<file path="src/sv/i2cs_pkg.sv">
package i2cs_pkg;

  localparam int FRAME_SLOTS = 64;
  localparam int FRAME_BYTES = 32;
  localparam int BITS_PER_BYTE = 8;

  localparam int SLOT_W = $clog2(FRAME_SLOTS);
  localparam int BYTE_IDX_W = $clog2(FRAME_BYTES);
  localparam int BYTE_CNT_W = $clog2(FRAME_BYTES + 1);
  localparam int BIT_CNT_W = $clog2(BITS_PER_BYTE + 1);

  localparam logic [1:0] FUNC_SDA_EDGE = 2'd0;
  localparam logic [1:0] FUNC_SCL_RISE = 2'd1;
  localparam logic [1:0] FUNC_FLUSH    = 2'd2;

  typedef struct packed {
    logic [1:0] func;
    logic       scl_level;
    logic       sda_level;
  } evt_t;

  typedef struct packed {
    logic [5:0] slot_number;
    logic [4:0] byte_position;
    logic [7:0] data_byte;
    logic       acked;
    logic       truncated;
    logic       last_byte;
  } res_t;

  typedef enum logic [1:0] {
    ST_IDLE,
    ST_READ,
    ST_LOAD
  } state_t;

  typedef enum logic [1:0] {
    PEND_NONE,
    PEND_STOP,
    PEND_START
  } pend_t;

  typedef struct packed {
    logic scl_bit;
    logic sda;
    logic clr_busy;
    logic open_start;
    logic mark_emitted;
    logic emit_start;
    logic rd;
    logic load;
  } cmd_t;

  typedef struct packed {
    logic busy;
    logic can_finish;
    logic out_en;
    logic last;
    logic out_free;
  } sts_t;

endpackage

</file>
<file path="src/sv/i2cs_dp.sv">
module i2cs_dp import i2cs_pkg::*; (
  input  logic       clk,
  input  logic       rst,
  input  cmd_t       cmd,
  output sts_t       sts,
  input  logic       cfg_valid,
  input  logic       cfg_data,
  output logic       res_valid,
  input  logic       res_stall,
  output res_t       res
);

  logic                  output_enable;
  logic                  bus_busy;
  logic                  awaiting_first_start;
  logic [SLOT_W-1:0]     current_slot;
  logic [BIT_CNT_W-1:0]  bit_count;
  logic [BYTE_CNT_W-1:0] byte_count;
  logic                  frame_emitted;
  logic                  overflowed;
  logic [7:0]            cur_byte;
  logic [BYTE_IDX_W-1:0] rd_idx;
  logic [8:0]            rd_data;
  logic [8:0]            mem [FRAME_BYTES];
  logic                  room;

  assign room = byte_count < BYTE_CNT_W'(FRAME_BYTES);

  assign sts.busy       = bus_busy;
  assign sts.can_finish = !frame_emitted && (byte_count != '0);
  assign sts.out_en     = output_enable;
  assign sts.last       = (BYTE_CNT_W'(rd_idx) + BYTE_CNT_W'(1)) == byte_count;
  assign sts.out_free   = !res_valid || !res_stall;

  always_ff @(posedge clk) begin
    if (cmd.scl_bit && bus_busy && room) begin
      if (bit_count == BIT_CNT_W'(BITS_PER_BYTE)) begin
        mem[byte_count[BYTE_IDX_W-1:0]] <= {~cmd.sda, cur_byte};
      end
    end
    if (cmd.rd) begin
      rd_data <= mem[rd_idx];
    end
  end

  always_ff @(posedge clk) begin
    if (cmd.scl_bit && bit_count != BIT_CNT_W'(BITS_PER_BYTE)) begin
      cur_byte <= {cur_byte[6:0], cmd.sda};
    end
    if (cmd.emit_start) begin
      rd_idx <= '0;
    end else if (cmd.load) begin
      rd_idx <= rd_idx + BYTE_IDX_W'(1);
    end
    if (cmd.load) begin
      res.slot_number   <= 6'(current_slot);
      res.byte_position <= 5'(rd_idx);
      res.data_byte     <= rd_data[7:0];
      res.acked         <= rd_data[8];
      res.truncated     <= overflowed;
      res.last_byte     <= sts.last;
    end
  end

  always_ff @(posedge clk) begin
    if (rst) begin
      output_enable        <= 1'b0;
      bus_busy             <= 1'b0;
      awaiting_first_start <= 1'b1;
      current_slot         <= '0;
      bit_count            <= '0;
      byte_count           <= '0;
      frame_emitted        <= 1'b0;
      overflowed           <= 1'b0;
      res_valid            <= 1'b0;
    end else begin
      if (cfg_valid) begin
        output_enable <= cfg_data;
      end
      if (cmd.load) begin
        res_valid <= 1'b1;
      end else if (!res_stall) begin
        res_valid <= 1'b0;
      end
      if (cmd.scl_bit) begin
        if (bit_count != BIT_CNT_W'(BITS_PER_BYTE)) begin
          bit_count <= bit_count + BIT_CNT_W'(1);
        end else begin
          bit_count <= '0;
          if (room) begin
            byte_count <= byte_count + BYTE_CNT_W'(1);
          end else begin
            overflowed <= 1'b1;
          end
        end
      end
      if (cmd.mark_emitted) begin
        frame_emitted <= 1'b1;
      end
      if (cmd.clr_busy) begin
        bus_busy <= 1'b0;
      end
      if (cmd.open_start) begin
        bus_busy      <= 1'b1;
        bit_count     <= '0;
        byte_count    <= '0;
        frame_emitted <= 1'b0;
        overflowed    <= 1'b0;
        if (awaiting_first_start) begin
          awaiting_first_start <= 1'b0;
        end else if (current_slot == SLOT_W'(FRAME_SLOTS - 1)) begin
          current_slot <= '0;
        end else begin
          current_slot <= current_slot + SLOT_W'(1);
        end
      end
    end
  end

endmodule

</file>
<file path="src/sv/i2cs_ctrl.sv">
module i2cs_ctrl import i2cs_pkg::*; (
  input  logic   clk,
  input  logic   rst,
  input  logic   evt_valid,
  input  evt_t   evt,
  output logic   evt_stall,
  input  sts_t   sts,
  output cmd_t   cmd
);

  state_t state, state_next;
  pend_t  pend, pend_next;
  pend_t  act;
  logic   fin;

  assign evt_stall = (state != ST_IDLE);

  always_ff @(posedge clk) begin
    if (rst) begin
      state <= ST_IDLE;
      pend  <= PEND_NONE;
    end else begin
      state <= state_next;
      pend  <= pend_next;
    end
  end

  always_comb begin
    state_next = state;
    pend_next  = pend;
    cmd        = '0;
    cmd.sda    = evt.sda_level;
    act        = PEND_NONE;
    fin        = 1'b0;
    case (state)
      ST_IDLE: begin
        case (evt.func)
          FUNC_SDA_EDGE: begin
            if (evt.scl_level) begin
              if (sts.busy && evt.sda_level) begin
                fin = 1'b1;
                act = PEND_STOP;
              end else if (!sts.busy && !evt.sda_level) begin
                fin = 1'b1;
                act = PEND_START;
              end
            end
          end
          FUNC_SCL_RISE: cmd.scl_bit = evt_valid && sts.busy;
          FUNC_FLUSH:    fin = 1'b1;
          default: ;
        endcase
        if (evt_valid) begin
          cmd.mark_emitted = fin && sts.can_finish;
          if (fin && sts.can_finish && sts.out_en) begin
            cmd.emit_start = 1'b1;
            pend_next      = act;
            state_next     = ST_READ;
          end else begin
            cmd.clr_busy   = (act == PEND_STOP);
            cmd.open_start = (act == PEND_START);
          end
        end
      end
      ST_READ: begin
        cmd.rd     = 1'b1;
        state_next = ST_LOAD;
      end
      ST_LOAD: begin
        if (sts.out_free) begin
          cmd.load = 1'b1;
          if (sts.last) begin
            cmd.clr_busy   = (pend == PEND_STOP);
            cmd.open_start = (pend == PEND_START);
            pend_next      = PEND_NONE;
            state_next     = ST_IDLE;
          end else begin
            state_next = ST_READ;
          end
        end
      end
      default: state_next = ST_IDLE;
    endcase
  end

endmodule

</file>
<file path="src/sv/i2c_bus_sniffer_core.sv">
// Passive I2C bus monitor fed with sampled bus events.
// Event channel (evt_valid / evt_stall / evt): one transaction per SDA edge,
// SCL rising edge or flush request, with the SCL and SDA levels at the event.
// Result channel (res_valid / res_stall / res): one transaction per captured
// byte of a finished frame, in byte order, when output is enabled.
// Config channel (cfg_valid / cfg_ready / cfg_data): output enable bit,
// always ready; write it only while no event is in progress.
// Flow: an event that finishes no frame is accepted without stalling, and the
// next event is taken in the following cycle. An event that emits a frame
// holds evt_stall high while its bytes are sent: each byte is first read from
// the frame buffer and then loaded into the output register. While res_stall
// holds a result, the next byte waits after its buffer read and evt_stall
// stays high; once the last byte is loaded, events are taken again even if
// that result is still stalled. Stop and start bookkeeping is applied in
// the same cycle as the last byte of the frame is loaded.
// Reset (rst, synchronous): bus free, slot 0 pending for the first start,
// frame empty, output disabled, no result pending. The frame buffer is not
// cleared; only bytes already captured are ever read.
module i2c_bus_sniffer_core import i2cs_pkg::*; (
  input  logic clk,
  input  logic rst,
  input  logic evt_valid,
  output logic evt_stall,
  input  evt_t evt,
  output logic res_valid,
  input  logic res_stall,
  output res_t res,
  input  logic cfg_valid,
  output logic cfg_ready,
  input  logic cfg_data
);

  cmd_t cmd;
  sts_t sts;

  assign cfg_ready = 1'b1;

  i2cs_ctrl u_ctrl (
    .clk       (clk),
    .rst       (rst),
    .evt_valid (evt_valid),
    .evt       (evt),
    .evt_stall (evt_stall),
    .sts       (sts),
    .cmd       (cmd)
  );

  i2cs_dp u_dp (
    .clk       (clk),
    .rst       (rst),
    .cmd       (cmd),
    .sts       (sts),
    .cfg_valid (cfg_valid && cfg_ready),
    .cfg_data  (cfg_data),
    .res_valid (res_valid),
    .res_stall (res_stall),
    .res       (res)
  );

  a_load_while_busy: assert property (@(posedge clk) disable iff (rst)
    $rose(res_valid) |-> $past(evt_stall))
    else $error("result loaded while events were accepted");

  a_last_frees_input: assert property (@(posedge clk) disable iff (rst)
    $rose(res_valid) && res.last_byte |-> !evt_stall)
    else $error("event channel still stalled after last byte");

  a_trunc_full: assert property (@(posedge clk) disable iff (rst)
    res_valid && res.truncated && res.last_byte |->
      res.byte_position == 5'(FRAME_BYTES - 1))
    else $error("truncated frame does not end at buffer limit");

endmodule

</file>
<file path="config.mk">
export PLATFORM = sky130hd
export DESIGN_NAME = i2c_bus_sniffer_core
export DESIGN_NICKNAME = d
export VERILOG_FILES = /design/src/sv/i2cs_pkg.sv /design/src/sv/i2cs_dp.sv /design/src/sv/i2cs_ctrl.sv /design/src/sv/i2c_bus_sniffer_core.sv
export SDC_FILE = /design/constraint.sdc
export NUM_CORES = 1
export LEC_CHECK = 0
export BUFFER_PORTS_ARGS = -buffer_cell sky130_fd_sc_hd__buf_2
export CAP_MARGIN = 15
export CORE_MARGIN = 3
export CORE_UTILIZATION = 67
export DETAILED_ROUTE_END_ITERATION = 7
export GPL_ROUTABILITY_DRIVEN = 0
export MAX_ROUTING_LAYER = met4
export PLACE_DENSITY = 0.85
export SLEW_MARGIN = 20
export SYNTH_ARGS = -nofsm -noshare
export SYNTH_HDL_FRONTEND = slang
export SYNTH_SLANG_ARGS = --single-unit
</file>
<file path="constraint.sdc">
create_clock -name clk -period 5.7 [get_ports clk]
set_clock_uncertainty 0.2 [all_clocks]
set_input_delay 0.285 -clock clk [delete_from_list [all_inputs] [get_ports clk]]
set_output_delay 0.285 -clock clk [all_outputs]
set_load 0.02 [all_outputs]
</file>
Word level (Yosys, flattened, before mapping)
Memories as Yosys holds them, arrays and structs flattened. A register that Yosys moved wholly into a read port is not among the register bits.
Index checks and enable logic that the tools add are counted.
- register bits after elaboration: 61
- RAM bits: 288
- input bits: 10
- output and inout port bits: 25
- logic and storage cells: 115
- memories kept: 1
- $add $sub $neg: 5
- magnitude comparators: 1
- eq/ne operators: 17
- muxes and demuxes: 41
- bitwise logic cells: 4
- reduce and logical (&&, ||, !) cells: 27
- memory list (name ; depth ; width ; read ports ; clocked after Yosys merged registers in ; wr ports ; RTL line ; RTL):
    u_dp.mem ; 32 ; 9 ; 1 ; 1 ; 1 ; i2cs_dp.sv:24 ; logic [8:0] mem [FRAME_BYTES];
- operator list (kind ; count):
    two-way mux 2 bit ; 16
    two-way mux 1 bit ; 18
    adder 6 x 1 -> 6 bit (second input constant) ; 2
    logical AND 1 bit ; 9
    AND reduction 3 bit ; 3
    equality test 2 x 1 -> 1 bit (second input constant) ; 4
    equality test 2 bit (second input constant) ; 4
    two-way mux 4 bit ; 2
    case mux 2 bit (2 select lines) ; 2
    adder 5 x 1 -> 6 bit (second input constant) ; 1
    equality test 6 bit ; 1
    equality test 6 bit (second input constant) ; 1
    less-than comparator 6 bit (second input constant) ; 1
    two-way mux 6 bit ; 1
    != test 2 bit (second input constant) ; 3
    case mux 2 bit (3 select lines) ; 1
    nonzero test 2 bit ; 3
    nonzero test 6 bit ; 1
    adder 5 x 1 -> 5 bit (second input constant) ; 1
    zero test 1 bit ; 5
    AND reduction 5 bit ; 1
    adder 4 x 1 -> 4 bit (second input constant) ; 1
    equality test 4 bit (second input constant) ; 1
    zero test 2 bit ; 2
    other kinds (7) ; 11

Logic depth before layout (Yosys ltp)
Gate-level depths: netlist (run 1).
- word-level depth: 14
- depth in mapped cells: 10
- gate-level depth less buffers: 8

Modules after synthesis
From an unflattened synthesis (run 1), not the netlist that was laid out.
- cell total of the unflattened synthesis: 697
- area total of the unflattened synthesis: 14004.7 um^2
- by module, submodules not included (module ; times used ; cells each ; area each (um^2) ; sequential area each (um^2)):
    i2cs_dp ; 1 ; 647 ; 13589.3 ; 10359.9
    i2cs_ctrl ; 1 ; 48 ; 404.1 ; 80.1
    i2c_bus_sniffer_core ; 1 ; 2 ; 11.3 ; 0.0

Worst setup path after synthesis (run 1)
No wires, ideal clock.
- path type: register to register
- start point: register u_dp.rd_idx[0]
- end point: register u_dp.rd_data[0], read port of u_dp.mem (data pin)
- setup time: 260 ps
- arrival time: 2158 ps
- required time: 5240 ps
- setup slack: 3083 ps
- stages on the path, launching flop included: 5
- path buffers: 1
- clock period less this slack: 2617 ps
- path through: dfxtp_1 -> buf_1 -> mux4_2 -> mux4_2 -> mux2_2
- RTL lines (what ; RTL line ; RTL):
    from (decl) ; i2cs_dp.sv:22 ; logic [BYTE_IDX_W-1:0] rd_idx;
    from (signal assigned) ; i2cs_dp.sv:53 ; rd_idx <= rd_idx + BYTE_IDX_W'(1);
    to (decl) ; i2cs_dp.sv:23 ; logic [8:0] rd_data;

Worst setup path after layout (run 1)
- start point: input evt[0] (netlist name)
- end point: register u_dp.bit_count[1]
- cells in the longest elaborated chain, start to end: 13
- elaborated cells between the ends (all ways): 20
- those cells by class: 1 x eq/ne; 13 x mux; 6 x reduce/logical
- RTL lines (what ; RTL line ; RTL):
    from (decl) ; i2c_bus_sniffer_core.sv:24 ; input evt_t evt,
    zero test 1 bit ; i2cs_ctrl.sv:43 ; end else if (!sts.busy && !evt.sda_level) begin
    logical AND 1 bit ; i2cs_ctrl.sv:43 ;
    two-way mux 1 bit ; i2cs_ctrl.sv:43 ;
    two-way mux 1 bit ; i2cs_ctrl.sv:40 ; if (sts.busy && evt.sda_level) begin
    two-way mux 1 bit ; i2cs_ctrl.sv:39 ; if (evt.scl_level) begin
    case mux 1 bit (2 select lines) ; i2cs_ctrl.sv:37 ; case (evt.func)
    two-way mux 1 bit ; i2cs_ctrl.sv:35 ; case (state)
    logical AND 1 bit (2 in a row) ; i2cs_ctrl.sv:55 ; if (fin && sts.can_finish && sts.out_en) begin
    two-way mux 2 bit (*) ; i2cs_ctrl.sv:55 ;
    two-way mux 4 bit (*) ; i2cs_ctrl.sv:53 ; if (evt_valid) begin
    case mux 2 bit (2 select lines) (*) ; i2cs_ctrl.sv:35 ;
    OR reduction 2 bit (no source line) (*) ; -- ;
    to (signal assigned) ; i2cs_dp.sv:87 ; bit_count <= bit_count + BIT_CNT_W'(1);
    to (decl) ; i2cs_dp.sv:17 ; logic [BIT_CNT_W-1:0] bit_count;
Every way passes the cells marked *; elsewhere a longest branch is shown, timed or not. The select of a mux whose other input is x is not followed.
A chain may end at the register's enable or synchronous reset.

==> results.tsv, run 1 <==
stage	metric	value	unit
routing	routed_wl	32.1	mm
timing	final.setup.tns	0	ps
critical_path	critPathKind	in2reg	
power_and_ir_drop	ir_drop	0.307	mV
critical_path	cp_data_required_time	5920	ps
place	placement.cell_area	0.0144	mm^2
global_route	grt_max_degree	41	
timing	relSlewSlack	21.3	%
finish	nets	791	
routing	vias	7360	
floorplanning	fp-row-count	52	
routing	viasPerCell	6.91	
cts	cts-resized-gates	0	
place	hpwl	17.7	mm
finish	synthToLayoutAreaGrowth	12.2	%
critical_path	worstReg2RegEnd	u_dp.bit_count[1]	
global_route	grt_pass1_vias	7460	
finish	n_antenna_cell	0	
power_and_ir_drop	power.internal	4130	uW
routing	drc	0	
timing	rsz0062_at_grt	no	
logic_synthesis	synth_edf_count	327	
logic_synthesis	async_reset_ff_share	0	%
power_and_ir_drop	p_sw	961	uW
global_route	grt_usage	30.3	%
power_and_ir_drop	sw_frac_of_total	18.9	%
outcome	status	finished clean	
finish	finalNonFillerCells	1065	
floorplanning	fp.dieW	151	um
floorplanning	start_util	68.8	%
critical_path	crit_slowest_cell	inv_1	
logic_synthesis	synth-seq-area-share	74.6	%
global_route	grt_pass1_wl	47.6	mm
routing	drt_iter0_drc	973	
cts	post_cts_buffers	0	
cts	clk_pin_slew	60	ps
timing	tightest_slew	1180	ps
cts	root_buffer	clkbuf_16	
logic_synthesis	syn_area_per_cell	19.7	um^2
logic_synthesis	ys.flop_type	edfxtp_1	
cts	cts_sinks	358	
critical_path	r2r_cells	7	
power_and_ir_drop	power.leakage	0.00485	uW
place	dp.cells	990	
logic_synthesis	syn_nets	731	
cts	cts_max_path_buffers	3	
finish	drive_gt1_share	28.3	%
job	drv_cap	0	
critical_path	cpPeakStageDelay	690	ps
hold_path	hp-class	in2reg	
finish	nFillCells	971	
floorplanning	ios	35	
floorplanning	dieArea	0.0227	mm^2
logic_synthesis	ys_ff_latch	358	
routing	drtAntennaViolNets	0	
critical_path	crit_path_end	u_dp.bit_count[1]	
cts	cts_buffers	36	
power_and_ir_drop	p_per_area	324	mW/mm^2
critical_path	worstReg2RegStart	u_dp.rd_idx[1]	
timing	drv_slew	0	
routing	firstDrtPassIters	6	
cts	clk_latency	510	ps
global_route	grt_antenna_before_repair	0	
timing	setup_viol	0	
critical_path	cp_cell_sequence	dlygate4sd3_1 > buf_2 > inv_1 > ha_1 > nand2b_1 > a221oi_1 > a31oi_1 > a31oi_2 > nand2_1 > a21oi_1	
cts	htree_levels	2	
critical_path	end_kind	flip-flop	
floorplanning	die_h	151	um
timing	hold_viol_final	0	
power_and_ir_drop	combPwrFrac	0.6	%
finish	seq_area	0.0104	mm^2
logic_synthesis	yosys_warnings	0	
hold_path	min_path_cells	4	
cts	tritoncts	built	
critical_path	arrival	3860	ps
timing	min_period_over_period	63.7	%
finish	multi_input_area	0.00341	mm^2
critical_path	reg2reg_setup_slack	2200	ps
logic_synthesis	synth_area	0.0140	mm^2
logic_synthesis	syn_inst	711	
power_and_ir_drop	power_frac_clock	43.8	%
timing	fmax	275	MHz
floorplanning	core_area	0.0204	mm^2
hold_path	worstHoldStart	evt[2]	
finish	fin_area	0.0157	mm^2
global_route	grt_overflow	0	
power_and_ir_drop	total_power	5090	uW
timing	fin_crit	3630	ps
routing	wire_per_inst	30.1	um
power_and_ir_drop	pwr-share-seq	55.6	%
critical_path	cp-start-kind	input pin	
critical_path	startpoint	evt[0]	
critical_path	crit_fanout	33	
logic_synthesis	ys_types	47	
place	numPortBuffers	33	
==> timing repair <==
item	CTS	global route
setup endpoints to repair	0	0
endpoints found under the hold margin	10	0
hold buffers	7	0
==> cell families (layout without fill, tap and decap cells) <==
logic type	after synthesis	in the layout	synth area share, %
other	1	1	0.0268
DFF	358	358	74.6
adders and majority gates	10	10	0.894
muxes	102	102	15.4
AOI/OAI and AO/OA	35	35	1.55
and+or+nand+nor	150	150	5.35
buffers and inverters	42	126	1.38
xor gates and xnor gates	13	13	0.813
==> metal layers <==
layer / track usage (%) / wire length [um] / up-vias
met1: 39.6 / 11500 / 3763
met4: 9.06 / 1180 / 0
met3: 5.63 / 3080 / 115
met2: 49.9 / 16400 / 506
li1: - / - / 2976
met5: - / 0 / -
==> state kept, by name, indices dropped and copies added, names as in the netlist, 2 cells and up <==
name	flops
u_dp.rd_data	9
u_dp.byte_count	6
u_dp.rd_idx	5
u_dp.res	22
u_ctrl.pend	2
u_dp.bit_count	4
u_dp.current_slot	6
u_dp.cur_byte	8
u_ctrl.state	2
u_dp.mem	288
==> power by group through the flow <==
stage | combinational (uW) | sequential [uW] | clock, uW
floorplan | 19.8 | 2880 | 0
global placement | 25.2 | 2890 | 0
detailed placement | 26.4 | 2890 | 0
CTS | 30.4 | 2830 | 2240
global route | 34.1 | 2830 | 2340
finish | 31.5 | 2830 | 2230
==> how the worst min path moves through the flow <==
stage	to	slack, ps
after global placement	u_dp.res[8]	210
after global routing	u_dp.frame_emitted	70
final	u_dp.frame_emitted	20
after detailed placement	u_dp.res[8]	200
after floorplan	u_dp.cur_byte[0]	180
after CTS	u_dp.frame_emitted	10
==> synthesized netlist by cell type, types with 7 or more instances <==
cell	n	area, um^2
a21oi_1	14	70.1
buf_4	9	67.6
clkbuf_1	12	45.0
dfxtp_1	31	621
edfxtp_1	327	9820
ha_1	10	125
inv_1	13	48.8
mux2_2	9	101
mux4_2	90	2030
nand2_1	25	93.8
nand3_1	12	60.1
nand3b_1	7	52.6
nor2_1	64	240
xnor2_1	9	78.8
==> cell usage in the layout, fill, tap and decap left out, types with 10 or more instances in the layout <==
cell type	n
edfxtp_1	327
mux4_2	90
nor2_1	48
clkbuf_16	37
buf_2	33
dfxtp_1	29
nand2_1	25
nor2_2	16
a21oi_1	14
inv_1	13
nand3_1	12
clkbuf_1	11
ha_1	10
==> metrics by stage <==
stage	utilization, %	hold slack, ps	setup slack [ps]
2_1_floorplan	-	184	3080
3_3_place_gp	70.7	214	2410
3_5_place_dp	70.8	205	2160
4_1_cts	76.5	12.6	2130
5_1_grt	77.1	68.8	1900
6_report	77.1	15.0	2070
==> cell type report <==
class | instances | area share [%]
well taps | 270 | 2.15
multi-input cells | 311 | 21.7
repair buffers | 51 | 2.31
flip-flops and latches | 358 | 66.5
clock inverters | 14 | 0.868
clock buffers | 48 | 6.16
inverters | 13 | 0.311
==> worst max-delay path: cells and delay by family <==
family / cells / cell delay [ps]
adders and majority gates: 1 / 360
and+or+nand+nor: 2 / 540
buffers and inverters: 3 / 1360
AOI/OAI and AO/OA: 4 / 1310
(Power assumes the default switching activity.)
==> run 2: changes to the inputs <==
CORE_UTILIZATION = 62   (was 67)
PLACE_DENSITY = 0.79   (was 0.85)
clock period = 3.7 ns   (was 5.7 ns; I/O delays follow)
==> results.tsv, run 2 (same netlist as run 1, synthesis figures left out) <==
stage	metric	value	unit	change
floorplanning	fp-row-count	54		+3.8%
timing	tightest_slew	1000	ps	-176 ps
hold_path	hp-class	in2reg		
cts	cts_max_path_buffers	3		unchanged
outcome	status	finished clean		
routing	vias	7109		-3.4%
cts	clk_latency	510	ps	about the same
finish	fin_area	0.0158	mm^2	+0.53%
timing	setup_ws	518	ps	-1550 ps
finish	synthToLayoutAreaGrowth	12.8	%	
routing	wire_per_inst	27.0	um	-10%
cts	root_buffer	clkbuf_16		
timing	drv_slew	0		unchanged
critical_path	end_kind	flip-flop		
floorplanning	ios	35		unchanged
hold_path	worstHoldStart	evt[1]		
timing	fmax	314	MHz	
cts	cts_buffers	35		-2.8%
timing	min_period_over_period	86.0	%	
cts	cts_sinks	358		unchanged
cts	clk_pin_slew	60	ps	about the same
critical_path	cp_data_required_time	3630	ps	-2290 ps
finish	multi_input_area	0.00337	mm^2	-1.2%
cts	cts-resized-gates	0		unchanged
critical_path	critPathBufInv	0		-3
place	numPortBuffers	33		unchanged
finish	final_cell_mix	327 x edfxtp_1, 90 x mux4_2, 64 x nor2_1, 37 x clkbuf_16, 33 x buf_2		
timing	setup_viol	0		unchanged
critical_path	worstReg2RegStart	u_ctrl.state[1]		
global_route	grt_usage	26.0	%	-4.4 points
power_and_ir_drop	power.leakage	0.00495	uW	+1.9%
timing	fin_crit	3180	ps	
timing	hold_viol_final	0		unchanged
routing	routed_wl	29.6	mm	-7.9%
routing	drtAntennaViolNets	0		unchanged
floorplanning	fp.dieW	156	um	+3.8%
finish	fin_util	71.7	%	-5.4 points
critical_path	path_depth	4		-6
power_and_ir_drop	p_per_area	491	mW/mm^2	+52%
finish	final_common_cell	edfxtp_1		
global_route	grt_pass1_wl	45.5	mm	-4.5%
critical_path	crit_slowest_cell	nor2_1		
floorplanning	die_h	156	um	+3.8%
power_and_ir_drop	ir_drop	0.461	mV	+50%
floorplanning	start_util	63.6	%	-5.2 points
place	pre_cts_slack	585	ps	-1570 ps
critical_path	cp-start-kind	flip-flop		
job	drv_cap	0		unchanged
routing	drc	0		unchanged
finish	nets	811		+2.5%
finish	n_antenna_cell	0		unchanged
finish	largest_reg_flops	288		unchanged
routing	firstDrtPassIters	5		-1
place	hpwl	17.7	mm	+0.18%
place	dp.cells	1021		+3.1%
global_route	grt_overflow	0		unchanged
floorplanning	dieArea	0.0244	mm^2	+7.7%
cts	post_cts_buffers	0		unchanged
finish	drive_gt1_share	27.6	%	-0.69 points
critical_path	r2r_cells	4		-3
critical_path	cpPeakStageDelay	740	ps	+50 ps
critical_path	critPathKind	reg2reg		
cts	postCtsHoldBufs	12		+5
finish	finalNonFillerCells	1095		+2.8%
floorplanning	core_area	0.0220	mm^2	+8.2%
hold_path	min_path_cells	4		unchanged
routing	viasPerCell	6.49		-6.1%
timing	rsz0062_at_grt	no		
global_route	grt_pass1_vias	7335		-1.7%
finish	seq_area	0.0104	mm^2	unchanged
place	placement.cell_area	0.0146	mm^2	+1.2%
critical_path	crit_fanout	9		-73%
timing	relSlewSlack	33.3	%	+12 points
critical_path	critical_path.top_delay_family	simple AND/OR/NAND/NOR gates		
global_route	grt_max_degree	57		+39%
cts	tritoncts	built		
critical_path	cp_cell_sequence	or3b_4 > nor4_4 > nand2_1 > nor2_1		
routing	drt_iter0_drc	695		-29%
global_route	grt_antenna_before_repair	0		unchanged
critical_path	arrival	3110	ps	-750 ps
finish	nFillCells	1278		+32%
timing	final.setup.tns	0	ps	unchanged
critical_path	startpoint	u_ctrl.state[1]		
cts	htree_levels	2		unchanged
run 2: cell types whose count changed in the layout (fill, tap and decap cells not counted), moves of 3 or more:
cell and delta:
buf_4 +20, nor2_1 +16, nor2_2 -16, buf_8 -5
clkbuf_1 -5, dlygate4sd3_1 +5, clkinv_1 +3, clkinv_2 +3
run 2: worst reg2reg max path: cells and delay by family (launching register included):
family        cells  cell delay (ps)
flops             1              400
simple gates      4             2200
run 2: cell type report:
class | instances | area share [%]
Sequential cell | 358 | 66.1
Clock buffer | 43 | 6.01
Tap cell | 280 | 2.22
Multi-Input combinational cell | 311 | 21.3
Inverter | 13 | 0.309
Timing Repair Buffer | 72 | 3.22
Clock inverter | 18 | 0.784
run 2: worst paths after layout:
check	to	slack, ps
worst max register to register	u_dp.mem[29][2]	520
worst max-delay path	u_dp.mem[29][2]	520
worst min-delay path	u_ctrl.pend[0]	20
worst min register to register	u_dp.res[6]	220
run 2: layer usage:
metal	up-vias	routed length [um]	track usage, %
met4	0	672	7.04
met2	386	14600	40.3
met3	52	2700	5.64
met5	-	0	-
met1	3653	11600	35.9
li1	3018	-	-
run 2: report_power, final:
group	switching, uW	total, uW	internal, uW
sequential	3.02	4360	4350
clock	1450	3350	1900
combinational	32.5	57.5	24.9
run 2: stage by stage:
| stage | hold WS, ps | power, uW |
|---|---|---|
| 2_1_floorplan | 83.9 | 4470 |
| 3_3_place_gp | 205 | 4490 |
| 3_5_place_dp | 210 | 4490 |
| 4_1_cts | 0.858 | 7800 |
| 5_1_grt | 33.4 | 7970 |
| 6_report | 24.1 | 7760 |
==> run 3: changes to the inputs <==
BUFFER_PORTS_ARGS = -buffer_cell sky130_fd_sc_hd__buf_4   (was -buffer_cell sky130_fd_sc_hd__buf_2)
GPL_ROUTABILITY_DRIVEN = default   (was 0)
SYNTH_HIERARCHICAL = 1   (was default)
==> results.tsv, run 3 <==
stage	metric	value	unit	change
outcome	status	finished clean		
finish	nets	813		+0.25%
power_and_ir_drop	ir_drop	0.444	mV	-3.7%
logic_synthesis	synth_commonest_cells	327 x edfxtp_1, 90 x mux4_2, 66 x nor2_1, 31 x dfxtp_1, 18 x nand2_1		
logic_synthesis	netlist.area_leader.share	70.1	%	about the same
logic_synthesis	syn_nets	717		-1.9%
cts	cts_max_path_buffers	3		unchanged
critical_path	cp-start-kind	flip-flop		
global_route	grt_overflow	0		unchanged
place	numPortBuffers	33		unchanged
finish	finalNonFillerCells	1098		+0.27%
routing	viasPerCell	6.38		-1.7%
finish	final_cell_mix	327 x edfxtp_1, 90 x mux4_2, 72 x buf_4, 66 x nor2_1, 37 x clkbuf_16		
timing	hold_viol_final	0		unchanged
timing	tightest_slew	1070	ps	+71.5 ps
routing	vias	7005		-1.5%
cts	tritoncts	built		
logic_synthesis	yosysMostFrequentCell	edfxtp_1		
routing	wire_per_inst	27.1	um	+0.58%
power_and_ir_drop	power.leakage	0.00510	uW	+3.0%
finish	drive_gt1_share	29.3	%	+1.7 points
global_route	grt_pass1_wl	44.1	mm	-3.1%
logic_synthesis	synth_edf_count	327		unchanged
floorplanning	core_area	0.0220	mm^2	unchanged
power_and_ir_drop	total_power	7650	uW	-1.5%
cts	post_cts_buffers	0		unchanged
global_route	grt_pass1_vias	7233		-1.4%
cts	cts_buffers	36		+2.9%
cts	clk_pin_slew	60	ps	about the same
critical_path	critPathKind	reg2reg		
critical_path	end_kind	flip-flop		
place	hpwl	16.6	mm	-6.1%
finish	largest_reg_flops	288		unchanged
logic_synthesis	synth-seq-area-share	74.5	%	about the same
logic_synthesis	synthTopCellsByArea	edfxtp_1 70%, mux4_2 14%, dfxtp_1 4.4%		
finish	synthToLayoutAreaGrowth	14.3	%	
floorplanning	dieArea	0.0244	mm^2	about the same
routing	drt_iter0_drc	686		-1.3%
floorplanning	start_util	63.6	%	about the same
global_route	grt_antenna_before_repair	1		+1
critical_path	cp_data_required_time	3890	ps	+260 ps
finish	final_common_cell	edfxtp_1		
timing	fin_crit	3320	ps	+133 ps
timing	setup_viol	0		unchanged
global_route	grt_max_degree	80		+40%
hold_path	hp-class	in2reg		
floorplanning	fp.dieW	156	um	about the same
timing	drv_slew	0		unchanged
critical_path	crit_fanout	6		-3
logic_synthesis	yosys_warnings	6		+6
logic_synthesis	ys_types	47		unchanged
routing	firstDrtPassIters	5		unchanged
logic_synthesis	synth_area	0.0140	mm^2	about the same
routing	drtAntennaViolNets	0		unchanged
floorplanning	fp-row-count	54		unchanged
global_route	grt_usage	25.4	%	-0.54 points
cts	cts_sinks	358		unchanged
finish	n_antenna_cell	0		unchanged
logic_synthesis	syn_area_per_cell	20.1	um^2	+2.0%
logic_synthesis	async_reset_ff_share	0	%	unchanged
place	gp_congestion	0.835		
place	dp.cells	1017		-0.39%
timing	min_period_over_period	89.6	%	+3.6 points
routing	drc	0		unchanged
job	drv_cap	0		unchanged
logic_synthesis	syn_inst	697		-2.0%
routing	routed_wl	29.8	mm	+0.86%
floorplanning	ios	35		unchanged
cts	root_buffer	clkbuf_16		
timing	fmax	302	MHz	-4.0%
timing	relSlewSlack	28.6	%	-4.8 points
critical_path	arrival	3510	ps	+400 ps
finish	fin_util	72.7	%	+0.95 points
logic_synthesis	synth_top_area_cell	edfxtp_1		
timing	rsz0062_at_grt	no		
logic_synthesis	ys_ff_latch	358		unchanged
logic_synthesis	ys.flop_type	edfxtp_1		
timing	final.setup.tns	0	ps	unchanged
cts	htree_levels	2		unchanged
cts	clk_latency	500	ps	about the same
power_and_ir_drop	p_per_area	478	mW/mm^2	-2.8%
floorplanning	die_h	156	um	about the same
run 3: changes by cell type after synthesis, moves of 4 or more:
cell / before / now
mux2i_1: 3 / 7
nand3_1: 12 / 4
buf_4: 9 / 5
a21oi_1: 14 / 5
o211ai_1: 5 / 0
or2_2: 5 / 1
nand2_1: 25 / 18
buf_6: 0 / 6
nand3b_1: 7 / 3
xor2_1: 4 / 12
inv_1: 13 / 17
run 3: timing repair:
item | 4_1_cts | 5_1_grt
hold endpoints to repair | 22 | 0
hold buffers | 13 | 0
gates resized for setup | 0 | 0
run 3: path summary, 6_finish.rpt:
check | endpoint | slack [ps] | startpoint | cells past startpoint
min | u_dp/frame_emitted | 80 | evt[1] | 6
max | u_dp/current_slot[5] | 380 | u_dp/rd_idx[0] | 14
max reg2reg | u_dp/current_slot[5] | 380 | u_dp/rd_idx[0] | 14
min reg2reg | u_dp/res[9] | 210 | u_dp/rd_data[6] | 0
run 3: kinds of logic (layout without fill, tap and decap cells):
group / count (synthesis) / in the layout / synth area share (%)
compound gates: 23 / 23 / 1.16
mux: 106 / 106 / 15.7
xor+xnor: 20 / 20 / 1.25
flops: 358 / 358 / 74.5
fa+ha+maj: 10 / 10 / 0.893
simple gates: 128 / 128 / 4.56
buf+inv: 51 / 172 / 1.87
other cells: 1 / 1 / 0.0268
run 3: stage by stage:
stage | setup WS, ps | cell area [um^2] | hold WS, ps
global placement | 577 | 14700 | 204
detailed placement | 432 | 14700 | 205
floorplan | 297 | 14000 | 55.9
CTS | 402 | 15900 | 50.4
finish | 384 | 16000 | 75.4
global route | 70.1 | 16000 | 119
run 3: report_power, final:
group / switching (uW) / internal (uW) / total [uW]
clock: 1410 / 1840 / 3250
sequential: 2.41 / 4350 / 4360
combinational: 23.3 / 20.1 / 43.5
run 3: critical path, cell delays in order (launching register included):
cell	delay, ps
dfxtp_1	390
ha_1	300
nor3b_1	230
o21ai_0	110
o21ai_0	120
o21ai_0	100
nor4_1	290
buf_4	170
nand3_2	100
o32ai_1	200
nor2b_1	350
nand2_1	150
nor2_1	230
a31o_2	220
nor2_1	50
run 3: routing by layer:
layer | track usage (%) | up-vias | part of all wire (%)
li1 | - | 2965 | -
met1 | 34.3 | 3659 | 39
met4 | 8.38 | 0 | 2.3
met5 | - | - | 0
met2 | 41.2 | 327 | 52
met3 | 3.54 | 54 | 6.6
run 3: cell type report:
cell class	instances	area, um^2
flip-flops and latches	358	10400
fillers	1242	6020
multi-input cells	288	3300
clock buffers	48	967
repair buffers	92	798
well taps	280	350
clock inverters	15	75.1
inverters	17	63.8
